File: src/ptc_pkg.sv
// Shared types, constants and helpers for the pressure/temperature compensation block.
// No dependencies.
package ptc_pkg;

  localparam int FIFO_DEPTH = 4;

  localparam int RAW_W  = 20;
  localparam int WORD_W = 32;
  localparam int ADDR_W = 5;
  localparam int BUS_W  = 64;

  localparam logic [1:0] REG_TEMP  = 2'd0;
  localparam logic [1:0] REG_PLOW  = 2'd1;
  localparam logic [1:0] REG_PHIGH = 2'd2;
  localparam logic [1:0] REG_P9    = 2'd3;

  localparam logic [63:0] FINE_OFS  = 64'd128000;
  localparam logic [63:0] P_BASE    = 64'd1048576;
  localparam logic [63:0] DIV_SCALE = 64'd3125;
  localparam logic [63:0] W1_BIAS   = 64'h0000_8000_0000_0000;
  localparam logic [31:0] T_ROUND   = 32'd128;

  typedef struct packed {
    logic [31:0]      fine;
    logic [31:0]      temp;
    logic [RAW_W-1:0] raw_p;
  } item_t;

  function automatic logic [63:0] sext16(input logic [15:0] w);
    return {{48{w[15]}}, w};
  endfunction

endpackage

File: src/ptc_front.sv
// Front part: accepts raw readings and works out fine temperature and centi-degrees.
// Depends on ptc_pkg.
module ptc_front
  import ptc_pkg::*;
(
  input  logic             clk,
  input  logic             rst,
  input  logic             in_valid,
  output logic             in_ready,
  input  logic [RAW_W-1:0] raw_temperature,
  input  logic [RAW_W-1:0] raw_pressure,
  input  logic [47:0]      temp_coeffs,
  input  logic             q_full,
  output logic             push,
  output item_t            item
);
  logic [31:0] t1, t2, t3;
  logic [31:0] a_in, d_in;
  logic        en;
  logic [4:0]  vld;
  logic [31:0] a1, d1, pa, dd, v1, m, fine3, fine4, temp4;
  logic [31:0] dd_sh, fine5;
  logic [RAW_W-1:0] rp1, rp2, rp3, rp4, rp5;

  assign t1 = {16'd0, temp_coeffs[15:0]};
  assign t2 = {{16{temp_coeffs[31]}}, temp_coeffs[31:16]};
  assign t3 = {{16{temp_coeffs[47]}}, temp_coeffs[47:32]};

  assign a_in  = {15'd0, raw_temperature[19:3]} - {t1[30:0], 1'b0};
  assign d_in  = {16'd0, raw_temperature[19:4]} - t1;
  assign dd_sh = 32'($signed(dd) >>> 12);
  assign fine5 = {fine3[29:0], 2'b00} + fine3;

  assign en       = !vld[4] || !q_full;
  assign in_ready = en;
  assign push     = vld[4] && !q_full;
  assign item     = '{fine: fine4, temp: temp4, raw_p: rp5};

  always_ff @(posedge clk) begin
    if (rst) begin
      vld <= '0;
    end else if (en) begin
      vld <= {vld[3:0], in_valid};
    end
  end

  always_ff @(posedge clk) begin
    if (en) begin
      a1    <= a_in;
      d1    <= d_in;
      rp1   <= raw_pressure;
      pa    <= a1 * t2;
      dd    <= d1 * d1;
      rp2   <= rp1;
      v1    <= 32'($signed(pa) >>> 11);
      m     <= dd_sh * t3;
      rp3   <= rp2;
      fine3 <= v1 + 32'($signed(m) >>> 14);
      rp4   <= rp3;
      rp5   <= rp4;
      fine4 <= fine3;
      temp4 <= 32'($signed(fine5 + T_ROUND) >>> 8);
    end
  end
endmodule

File: config.mk
export PLATFORM = sky130hd
export DESIGN_NAME = ptc_front
export DESIGN_NICKNAME = d
export VERILOG_FILES = /design/src/ptc_pkg.sv /design/src/ptc_front.sv
export SDC_FILE = /design/constraint.sdc
export NUM_CORES = 2
export LEC_CHECK = 0
export BUFFER_PORTS_ARGS = -buffer_cell sky130_fd_sc_hd__buf_2
export CAP_MARGIN = 10
export CORE_ASPECT_RATIO = 0.75
export CORE_MARGIN = 1
export CORE_UTILIZATION = 45
export CTS_CLUSTER_DIAMETER = 50
export CTS_CLUSTER_SIZE = 28
export DETAILED_ROUTE_END_ITERATION = 8
export HOLD_SLACK_MARGIN = 0.08
export SLEW_MARGIN = 5
export SYNTH_ARGS = -nofsm -noshare
export SYNTH_HDL_FRONTEND = slang
export SYNTH_SLANG_ARGS = --single-unit
export TNS_END_PERCENT = 20
File: constraint.sdc
create_clock -name clk -period 14.01 [get_ports clk]
set_input_delay 3.5025 -clock clk [delete_from_list [all_inputs] [get_ports clk]]
set_output_delay 3.5025 -clock clk [all_outputs]
set_load 0.02 [all_outputs]
==> results_dict.tcl <==
set metrics [dict create \
    cts_resized 0 \
    max_stage_delay_ps 560 \
    post-cts-setup-buffer-count 0 \
    clock_latency_ps 570 \
    slew_violations 0 \
    synth_area_mm2 0.0422 \
    core_mm2 0.0922 \
    path_delay_family "adder cells" \
    path_class "in2reg" \
    cts-root-buf "clkbuf_16" \
    crit_top_cell "fa_1" \
    synth_cell_type_count 74 \
    synth_common_cells "1006 x inv_1, 862 x fa_1, 412 x nand2_1, 376 x ha_1, 320 x and2_1" \
    yosys.area.top_type_share 0.409 \
    drt_iter0_drc 1471 \
    viasPerCell 4.88 \
    grt_pass1_vias 27900 \
    syn_nets 5351 \
    antenna_found_initial 0 \
    ys.flop_type "edfxtp_1" \
    avgSynthCellArea_um2 10.5 \
    num_rows 96 \
    num_vias 26200 \
    cts.path.max_buffers 3 \
    htree_levels 2 \
    grt_pass1_wl_um 152000 \
    synth_area_leaders "fa_1 41%, edfxtp_1 19%, ha_1 11%" \
    rsz0062_at_grt "false" \
    critPathBufInv 6 \
    setup_viol 0 \
    die_h_um 267 \
    clk_pin_slew_ps 70 \
    startpoint_type "input pin" \
    period_minus_slack_ps 10080 \
    synthArstFlopShare 0 \
    overflow 0 \
    required_ps 14280 \
    synth_edf_count 266 \
    postCtsHoldBufs 0 \
    path_cells "buf_2 -> nand2_1 -> fa_1 -> inv_1 -> fa_1 -> inv_1 -> fa_1 -> fa_1 -> inv_1 -> fa_1 -> inv_1 -> fa_1 -> inv_1 -> ha_1 -> nand2_1 -> nand4bb_1 -> a21oi_1 -> o211a_1 -> a211oi_1 -> o31a_1 -> nor2b_1 -> a21oi_1 -> xnor2_1" \
    syn2layout_area_growth_pct 7.69 \
    status "finished with violations" \
    worst_slew_pin_slew_ps 1100 \
    cp.arrival_ps 10350 \
    fin_skew_ps 25.5 \
    routabilityCongestion 0.849 \
    drv_cap 0 \
    drc 35 \
    yosys.cell_count.top_type "inv_1" \
    post-dp-hpwl_um 71800 \
    start_util 0.458 \
    first_pass_iters 9 \
    crit_fanout 18 \
    drive_above_1_share 0.0725 \
    grt_use_total 0.205 \
    die_area_mm2 0.0951 \
    synthCells 4021 \
    cts.sinks 271 \
    fmax_mhz 99.2 \
    io_pins 178 \
    wl_per_cell_um 17.0 \
    final_nets 5444 \
    cts_buffers 35 \
    io_buffers 174 \
    hold_violations 0 \
    violations "design-rule violations" \
    synth.largest_area_cell "fa_1" \
    seq_area_frac_synth 0.191 \
    dieWidth_um 356 \
    critPathCaptureType "flip-flop" \
    hold_class "reg2reg" \
    setup_tns_ps 0 \
    ant_nets 0 \
    yosys_warnings 0 \
    critPathSlowestCell "fa_1" \
    wl_um 91100 \
    grt_max_degree 78 \
    slew_headroom 0.262 \
    synth_seq_cells 271 \
    cts_tree "built" \
    period_share 0.719 \
]
## layout by cell type (no fill, tap or decap), types with 27 or more instances in the layout
cell type and n:
buf_2 174, fa_1 862, a21oi_1 64, edfxtp_1 266, inv_1 1006, nand2_1 411
a21o_1 33, clkbuf_16 35, ha_1 376, and2_1 320, xnor2_1 133, buf_4 31
nor2_1 101, xor2_1 34, nand2b_1 27, o21ai_0 33, o21a_1 27
## layout make-up
cell class / count / area (um^2)
Clock inverter: 24 / 335
Inverter: 1007 / 3780
Fill cell: 8578 / 46800
Sequential cell: 271 / 8090
Multi-Input combinational cell: 2594 / 29700
Clock buffer: 39 / 891
Tap cell: 1225 / 1530
Timing Repair Buffer: 205 / 1100
Antenna cell: 3 / 7.51
## worst paths after layout
| path | startpoint | to | slack [ps] | cells past startpoint |
|---|---|---|---|---|
| setup / recovery | temp_coeffs[17] | pa[29] | 3930 | 23 |
| setup reg to reg | a1[5] | dd[31] | 6090 | 21 |
| hold reg to reg | rp2[13] | rp3[13] | 400 | 0 |
| hold / removal | rp2[13] | rp3[13] | 400 | 0 |
## flip-flops by register name (all words and copies together), names as in the netlist
register	count
rp3	20
v1	21
m	18
pa	21
temp4	24
rp5	20
dd	20
rp1	20
fine4	22
rp2	20
a1	18
vld	5
rp4	20
fine3	22
## metrics by stage
step / util / worst slack (ps) / hold slack [ps] / area [um^2] / instances
floorplan: - / 1260 / 400 / 42200 / 4021
global placement: 0.480 / 3460 / 400 / 44300 / 5302
detailed placement: 0.480 / 3500 / 405 / 44300 / 5302
CTS: 0.493 / 4080 / 405 / 45500 / 5365
global route: 0.493 / 3560 / 423 / 45500 / 5365
finish: 0.493 / 3930 / 402 / 45500 / 5368
## layer usage
layer	routed length, um	global-route usage	vias up
li1	-	-	12200
met1	44800	0.310	13400
met2	39600	0.313	574
met3	5570	0.0352	75
met4	1130	0.0307	0
met5	0	0	-
## kinds of logic after synthesis
logic type               share of synthesized area
adder cells (fa/ha/maj)                      0.520
buffers and inverters                        0.104
XOR/XNOR                                    0.0346
flip-flops                                   0.191
AND/OR/NAND/NOR                              0.111
AO/OA/AOI/OAI                               0.0384
multiplexers                              0.000504
Power is not shown: default switching activity piles up to over one toggle a cycle in this logic, so the estimate is an artifact.
