--- src/ptc_pkg.sv ---
// Shared types, constants and helpers for the pressure/temperature compensation block.
// No dependencies.
package ptc_pkg;

  localparam int FIFO_DEPTH = 4;

  localparam int RAW_W  = 20;
  localparam int WORD_W = 32;
  localparam int ADDR_W = 5;
  localparam int BUS_W  = 64;

  localparam logic [1:0] REG_TEMP  = 2'd0;
  localparam logic [1:0] REG_PLOW  = 2'd1;
  localparam logic [1:0] REG_PHIGH = 2'd2;
  localparam logic [1:0] REG_P9    = 2'd3;

  localparam logic [63:0] FINE_OFS  = 64'd128000;
  localparam logic [63:0] P_BASE    = 64'd1048576;
  localparam logic [63:0] DIV_SCALE = 64'd3125;
  localparam logic [63:0] W1_BIAS   = 64'h0000_8000_0000_0000;
  localparam logic [31:0] T_ROUND   = 32'd128;

  typedef struct packed {
    logic [31:0]      fine;
    logic [31:0]      temp;
    logic [RAW_W-1:0] raw_p;
  } item_t;

  function automatic logic [63:0] sext16(input logic [15:0] w);
    return {{48{w[15]}}, w};
  endfunction

endpackage

--- src/ptc_fifo.sv ---
// Short word queue between the front (temperature) and back (pressure) parts.
// Depends on ptc_pkg.
module ptc_fifo
  import ptc_pkg::*;
#(
  parameter int DEPTH = FIFO_DEPTH
) (
  input  logic  clk,
  input  logic  rst,
  input  logic  push,
  input  item_t wr_item,
  input  logic  pop,
  output item_t rd_item,
  output logic  full,
  output logic  empty
);
  localparam int PTR_W = (DEPTH > 1) ? $clog2(DEPTH) : 1;
  localparam int CNT_W = $clog2(DEPTH + 1);

  item_t             mem [DEPTH];
  logic [PTR_W-1:0]  wr_ptr;
  logic [PTR_W-1:0]  rd_ptr;
  logic [CNT_W-1:0]  count;

  assign full    = (count == CNT_W'(DEPTH));
  assign empty   = (count == '0);
  assign rd_item = mem[rd_ptr];

  always_ff @(posedge clk) begin
    if (push) begin
      mem[wr_ptr] <= wr_item;
    end
  end

  always_ff @(posedge clk) begin
    if (rst) begin
      wr_ptr <= '0;
      rd_ptr <= '0;
      count  <= '0;
    end else begin
      if (push) begin
        wr_ptr <= (wr_ptr == PTR_W'(DEPTH - 1)) ? '0 : wr_ptr + 1'b1;
      end
      if (pop) begin
        rd_ptr <= (rd_ptr == PTR_W'(DEPTH - 1)) ? '0 : rd_ptr + 1'b1;
      end
      if (push && !pop) begin
        count <= count + 1'b1;
      end else if (pop && !push) begin
        count <= count - 1'b1;
      end
    end
  end

`ifndef ASSERT_OFF
  a_no_overflow: assert property (@(posedge clk) disable iff (rst) push |-> !full || pop)
    else $error("queue written while full");
  a_no_underflow: assert property (@(posedge clk) disable iff (rst) pop |-> !empty)
    else $error("queue read while empty");
  a_count_bound: assert property (@(posedge clk) disable iff (rst) count <= CNT_W'(DEPTH))
    else $error("queue count beyond depth");
`endif
endmodule

--- config.mk ---
export PLATFORM = sky130hd
export DESIGN_NAME = ptc_fifo
export DESIGN_NICKNAME = d
export VERILOG_FILES = /design/src/ptc_pkg.sv /design/src/ptc_fifo.sv
export SDC_FILE = /design/constraint.sdc
export NUM_CORES = 1
export LEC_CHECK = 0
export ABC_AREA = 1
export CAP_MARGIN = 40
export CELL_PAD_IN_SITES_DETAIL_PLACEMENT = 2
export CELL_PAD_IN_SITES_GLOBAL_PLACEMENT = 2
export CORE_AREA = 10 10 238 240
export DETAILED_ROUTE_END_ITERATION = 6
export DIE_AREA = 0 0 248 250
export DONT_BUFFER_PORTS = 1
export GPL_TIMING_DRIVEN = 0
export PLACE_DENSITY = 0.54
export SLEW_MARGIN = 40
export SYNTH_ARGS = -nofsm -noshare
export SYNTH_HDL_FRONTEND = slang
export SYNTH_SLANG_ARGS = --single-unit
--- constraint.sdc ---
create_clock -name clk -period 2.66 [get_ports clk]
set_input_delay 0.133 -clock clk [delete_from_list [all_inputs] [get_ports clk]]
set_output_delay 0.133 -clock clk [all_outputs]
set_load 0.05 [all_outputs]
==> flow_metrics.tcl, run 1 <==
set metrics [dict create \
    critPathRequiredTime_ps 2530 \
    die-height_um 250 \
    power.switching_mw 3.89 \
    end_kind "output port" \
    hpwlAfterDp_um 24800 \
    yosysWarningCount 0 \
    layout_commonest_cell "edfxtp_1" \
    clockRootBuffer "clkbuf_16" \
    final.setup_skew_ps 21.4 \
    initialDrtViolationCount 375 \
    dieWidth_um 248 \
    start_util_pct 24.8 \
    post-route-drc-count 0 \
    max_freq_ghz 0.399 \
    syn_inst 871 \
    rsz0062_at_grt "false" \
    clk_latency_ps 560 \
    wl_um 40500 \
    synth_cell_types 21 \
    status "finished, final reports clean" \
    worst_setup_path_start_kind "register" \
    drv_cap 0 \
    power_density_nw_per_um2 802 \
    globalRoute.totalOverflow 0 \
    hp-class "in -> reg" \
    swShare_pct 28.4 \
    io_pins 174 \
    via_per_inst 4.55 \
    place_inst 1563 \
    instances_no_fill 1725 \
    synth.mux.area_fraction_pct 0 \
    wl_per_cell_um 23.5 \
    hold_path_startpoint "push" \
    core_um2 52000 \
    cts_sinks 345 \
    p_leak_nw 5.45 \
    antenna_found_initial 4 \
    yosys.area_share.simple_pct 5.60 \
    clock_power_share_pct 38.2 \
    whs_path_depth 2 \
    cp_max_fo 10 \
    h-tree-depth 2 \
    drive_above_1_share_pct 18.3 \
    areaGrowthSynthToFinish_pct 32.6 \
    cts_tree "built" \
    p_seq_share_pct 45.9 \
    yosysSeqAreaShare_pct 79.7 \
    synth_fp_nets 966 \
    synth-compound-area-share_pct 10.8 \
    die_area_um2 62000 \
    vdd_ir_drop_max_mv 0.545 \
    intPower_mw 9.80 \
    grt_max_degree 53 \
    layout_min_cycle_time_ps 2510 \
    reg2reg_depth 4 \
    crit_type "reg -> out" \
    max-slew-margin-rel_pct 42.8 \
    cts_buffers 41 \
    clk_pin_slew_ps 60 \
    gp_congestion 0.694 \
    grt_pass1_vias 8998 \
    slew_viol_final 0 \
    synth-edff-count 336 \
    syn_area_per_cell_um2 14.8 \
    rows 84 \
    p_comb_share_pct 16.0 \
    hold_violations 0 \
    finalSetupTns_ps 0 \
    post-route-period-util_pct 94.2 \
    arrival_ps 2370 \
    layout_common_cells "edfxtp_1 (336), nor2_1 (176), o21ai_0 (122)" \
    route.vias.total 7847 \
    first_pass_iters 4 \
    yosys_most_used_dff "edfxtp_1" \
    r2r-start "wr_ptr[0]$_SDFFE_PP0P_" \
    tightest_slew_ps 853 \
    setup_violations 0 \
    synth_top_family_by_area "compound AO/OA/AOI/OAI gates" \
    rrSetupSlack_ps 850 \
    synth-xor-area-share_pct 0.0680 \
    yosys.area_share.adder_pct 0.738 \
    cts_buffer_depth 3 \
    nNetsFinal 1101 \
    ant_nets 0 \
    synth_seq_cells 345 \
    netlist_area_um2 12900 \
    crit-reg2reg-capture "mem[3][25]$_DFFE_PP_" \
    postCtsSetupRepairBufs 0 \
    async_flop_share_pct 0 \
    grt_pass1_wl_um 60500 \
    hold_end "mem[3][78]$_DFFE_PP_" \
    grtUsageTotal_pct 13.0 \
    numPortBuffers 0 \
]
## state kept, by name (all words and copies together) (netlist names), named ones only
register / count
mem: 336
count: 3
wr_ptr: 2
rd_ptr: 2
## repair_timing
| action | 4_1_cts | 5_1_grt |
|---|---|---|
| cloned | 0 | 0 |
| hold buffers | 88 | 0 |
| setup endpoints to repair | 84 | 3 |
| pin swaps | 0 | 1 |
| resized for setup | 85 | 4 |
| hold endpoints to repair | 345 | 0 |
## cell families after synthesis
family | count (synthesis)
compound gates | 258
simple gates | 190
buf+inv | 70
flops | 345
xor+xnor | 1
fa+ha+maj | 7
## power by group through the flow
stage	logic, mW	clock network [mW]	registers, mW
detailed placement	1.84	0	6.40
global route	2.33	5.60	6.30
finish	2.19	5.23	6.28
global placement	1.65	0	6.42
CTS	2.24	5.40	6.28
floorplan	1.26	0	6.39
## per-stage QoR
| stage | hold WS [ps] | cell area (µm²) | total power, mW | setup WS [ps] | util, % |
|---|---|---|---|---|---|
| detailed placement | 209 | 14400 | 8.24 | 299 | 27.7 |
| finish | 74.1 | 17100 | 13.7 | 154 | 32.8 |
| global placement | 207 | 13700 | 8.07 | -1960 | 26.4 |
| floorplan | 205 | 12900 | 7.65 | 5.93 | - |
| global route | 70.5 | 17100 | 14.2 | 1.90 | 32.8 |
| CTS | 51.4 | 17100 | 13.9 | 19.4 | 32.8 |
## metal layers
metal / global-route usage, % / routed length (µm)
met1: 16.1 / 17600
met5: 0 / 27
met3: 3.23 / 2100
met4: 3.99 / 835
met2: 21.8 / 19900
## layout make-up
cell class | instances | area [µm²]
diodes | 1 | 2.50
plain buffers | 54 | 350
clock buffers | 60 | 1140
clock inverters | 13 | 90.1
fillers | 5271 | 34900
inverters | 16 | 92.6
multi-input cells | 456 | 3280
flip-flops and latches | 345 | 10300
well taps | 688 | 861
repair buffers | 92 | 991
## worst max-delay path, stage by stage (launching register included)
cell and delay (ps):
dfxtp_2 400, buf_6 200, inv_4 120, buf_6 240, buf_6 200, nor2_1 60, o22ai_2 560
## synthesized netlist by cell type (3+ instances only)
cell type / number / area share [%]
clkbuf_1: 26 / 0.76
nand2_1: 8 / 0.23
o21ai_0: 122 / 4.7
nor3_1: 4 / 0.16
o21ai_1: 49 / 1.9
a21oi_1: 3 / 0.12
edfxtp_1: 336 / 78
buf_6: 13 / 1.1
buf_2: 11 / 0.43
dfxtp_1: 9 / 1.4
buf_4: 3 / 0.17
o22ai_1: 84 / 4.1
inv_1: 15 / 0.44
nor2_1: 176 / 5.1
ha_1: 6 / 0.58
## how the worst max path moves through the flow
stage | depth (start not counted) | end | slack (ps)
detailed placement | 5 | rd_item[80] | 300
CTS | 6 | rd_item[76] | 20
global route | 6 | rd_item[74] | 2
global placement | 3 | mem[3][46]$_DFFE_PP_ | -1960
finish | 6 | rd_item[77] | 150
floorplan | 3 | mem[3][0]$_DFFE_PP_ | 6
Power figures use the tool's default switching activity.
==> run 2, diff against run 1 <==
- CORE_AREA: 10 10 238 240 -> 10 10 191 193
- DIE_AREA: 0 0 248 250 -> 0 0 201 203
- PLACE_DENSITY: 0.54 -> 0.77
==> flow_metrics.tcl, run 2 (synthesis results as in run 1) <==
set metrics [dict create \
    status "finished, final reports clean" \
    via_per_inst 5.47 \
    die-height_um 203 \
    wl_per_cell_um 29.1 \
    die_area_um2 40800 \
    antenna_found_initial 2 \
    wl_um 43000 \
    cts_buffers 38 \
    dieWidth_um 201 \
    critPathMaxStageDelay_ps 550 \
    layout_commonest_cell "edfxtp_1" \
    swShare_pct 28.3 \
    grtUsageTotal_pct 20.2 \
    tightest_slew_ps 862 \
    intPower_mw 9.80 \
    max-slew-margin-rel_pct 42.2 \
    io_pins 174 \
    layout_min_cycle_time_ps 2570 \
    p_seq_share_pct 46.1 \
    initialDrtViolationCount 477 \
    first_pass_iters 4 \
    start_util_pct 39.7 \
    layout_common_cells "edfxtp_1 (336), nor2_1 (176), o21ai_0 (122)" \
    top_regs "mem x336, count x3" \
    grt_util_met3_pct 4.28 \
    clk_latency_ps 510 \
    power.switching_mw 3.87 \
    clock_power_share_pct 38.0 \
    postCtsSetupRepairBufs 0 \
    ant_nets 0 \
    end_kind "output port" \
    grt_pass1_vias 9093 \
    slew_viol_final 0 \
    clk_pin_slew_ps 60 \
    crit_type "reg -> out" \
    arrival_ps 2440 \
    h-tree-depth 2 \
    power_density_nw_per_um2 821 \
    cts_buffer_depth 3 \
    slowest_stage "dfxtp_2" \
    hpwlAfterDp_um 24800 \
    core_um2 32500 \
    final.setup_skew_ps 12.4 \
    vdd_ir_drop_max_mv 0.665 \
    crit_chain "buf_6 > inv_4 > clkbuf_1 > o21ai_0 > o22ai_4" \
    largest_reg_flops 336 \
    grt_pass1_wl_um 62100 \
    grt_max_degree 45 \
    post-route-drc-count 0 \
    top_usage_layer "met2" \
    met2_usage_pct 37.4 \
    post-route-period-util_pct 96.7 \
    clockRootBuffer "clkbuf_16" \
    critPathRequiredTime_ps 2530 \
    numPortBuffers 0 \
    p_comb_share_pct 15.9 \
    cts_sinks 345 \
    cp_max_fo 10 \
    cts_tree "built" \
    drive_above_1_share_pct 18.1 \
    hp-class "in -> reg" \
    route.vias.total 8059 \
    rows 66 \
    grt_use_met1_pct 23.3 \
    p_leak_nw 5.43 \
    r2r-start "wr_ptr[0]$_SDFFE_PP0P_" \
    drv_cap 0 \
    hold_violations 0 \
    hold_path_startpoint "push" \
    nNetsFinal 1098 \
    gp_congestion 0.730 \
    globalRoute.totalOverflow 0 \
    top_register "mem" \
    setup_violations 0 \
    areaGrowthSynthToFinish_pct 29.4 \
    worst_setup_path_start_kind "register" \
    holdWs_ps 133 \
    p_total_mw 13.7 \
    max_freq_ghz 0.389 \
]
[run 2: cell type report]
type                            count  area, µm²
Clock inverter                     19        189
Clock buffer                       48       1010
Fill cell                        2928      15800
Timing Repair Buffer               92        991
Inverter                           16       92.6
Tap cell                          442        553
Buffer                             54        344
Antenna cell                        2       5.00
Multi-Input combinational cell    456       3210
Sequential cell                   345      10300
[run 2: layer usage]
layer  wire length, µm  vias to the layer above
met1             17100                     4228
met4               761                        0
met5                 0                        -
li1                  -                     3551
met2             23100                      221
met3              2040                       59
[run 2: per-stage QoR]
stage | utilization, % | cells | area [µm²] | TNS, ps | worst slack [ps]
6_report | 51.3 | 1474 | 16700 | 0 | 88.5
5_1_grt | 51.3 | 1474 | 16700 | -67.1 | -66.2
4_1_cts | 50.5 | 1472 | 16400 | -6.09 | -6.09
3_5_place_dp | 43.5 | 1317 | 14100 | 0 | 270
3_3_place_gp | 41.4 | 1313 | 13400 | -447950 | -1470
2_1_floorplan | - | 871 | 12900 | 0 | 5.93
[run 2: what timing repair did]
action	4_1_cts	5_1_grt
hold endpoints to repair	345	0
gates resized for setup	29	58
setup endpoints to repair	84	69
hold buffers	88	0
[run 2: worst paths after layout]
kind	to	slack (ps)	depth (start not counted)
worst min register to register	register	570	2
worst max register to register	mem[3][34]$_DFFE_PP_	850	4
worst max-delay path	rd_item[7]	90	5
worst min-delay path	mem[1][74]$_DFFE_PP_	130	2
[run 2: power by group through the flow]
stage | Combinational, mW | Sequential [mW] | Clock [mW]
2_1_floorplan | 1.26 | 6.39 | 0
3_3_place_gp | 1.58 | 6.42 | 0
3_5_place_dp | 1.80 | 6.41 | 0
4_1_cts | 2.06 | 6.30 | 5.21
5_1_grt | 2.30 | 6.32 | 5.50
6_report | 2.18 | 6.30 | 5.19
[run 2: worst max-delay path: cells and delay by family (launching register included)]
kind | cells | cell delay, ps
compound gates | 2 | 780
buf+inv | 3 | 580
flops | 1 | 550
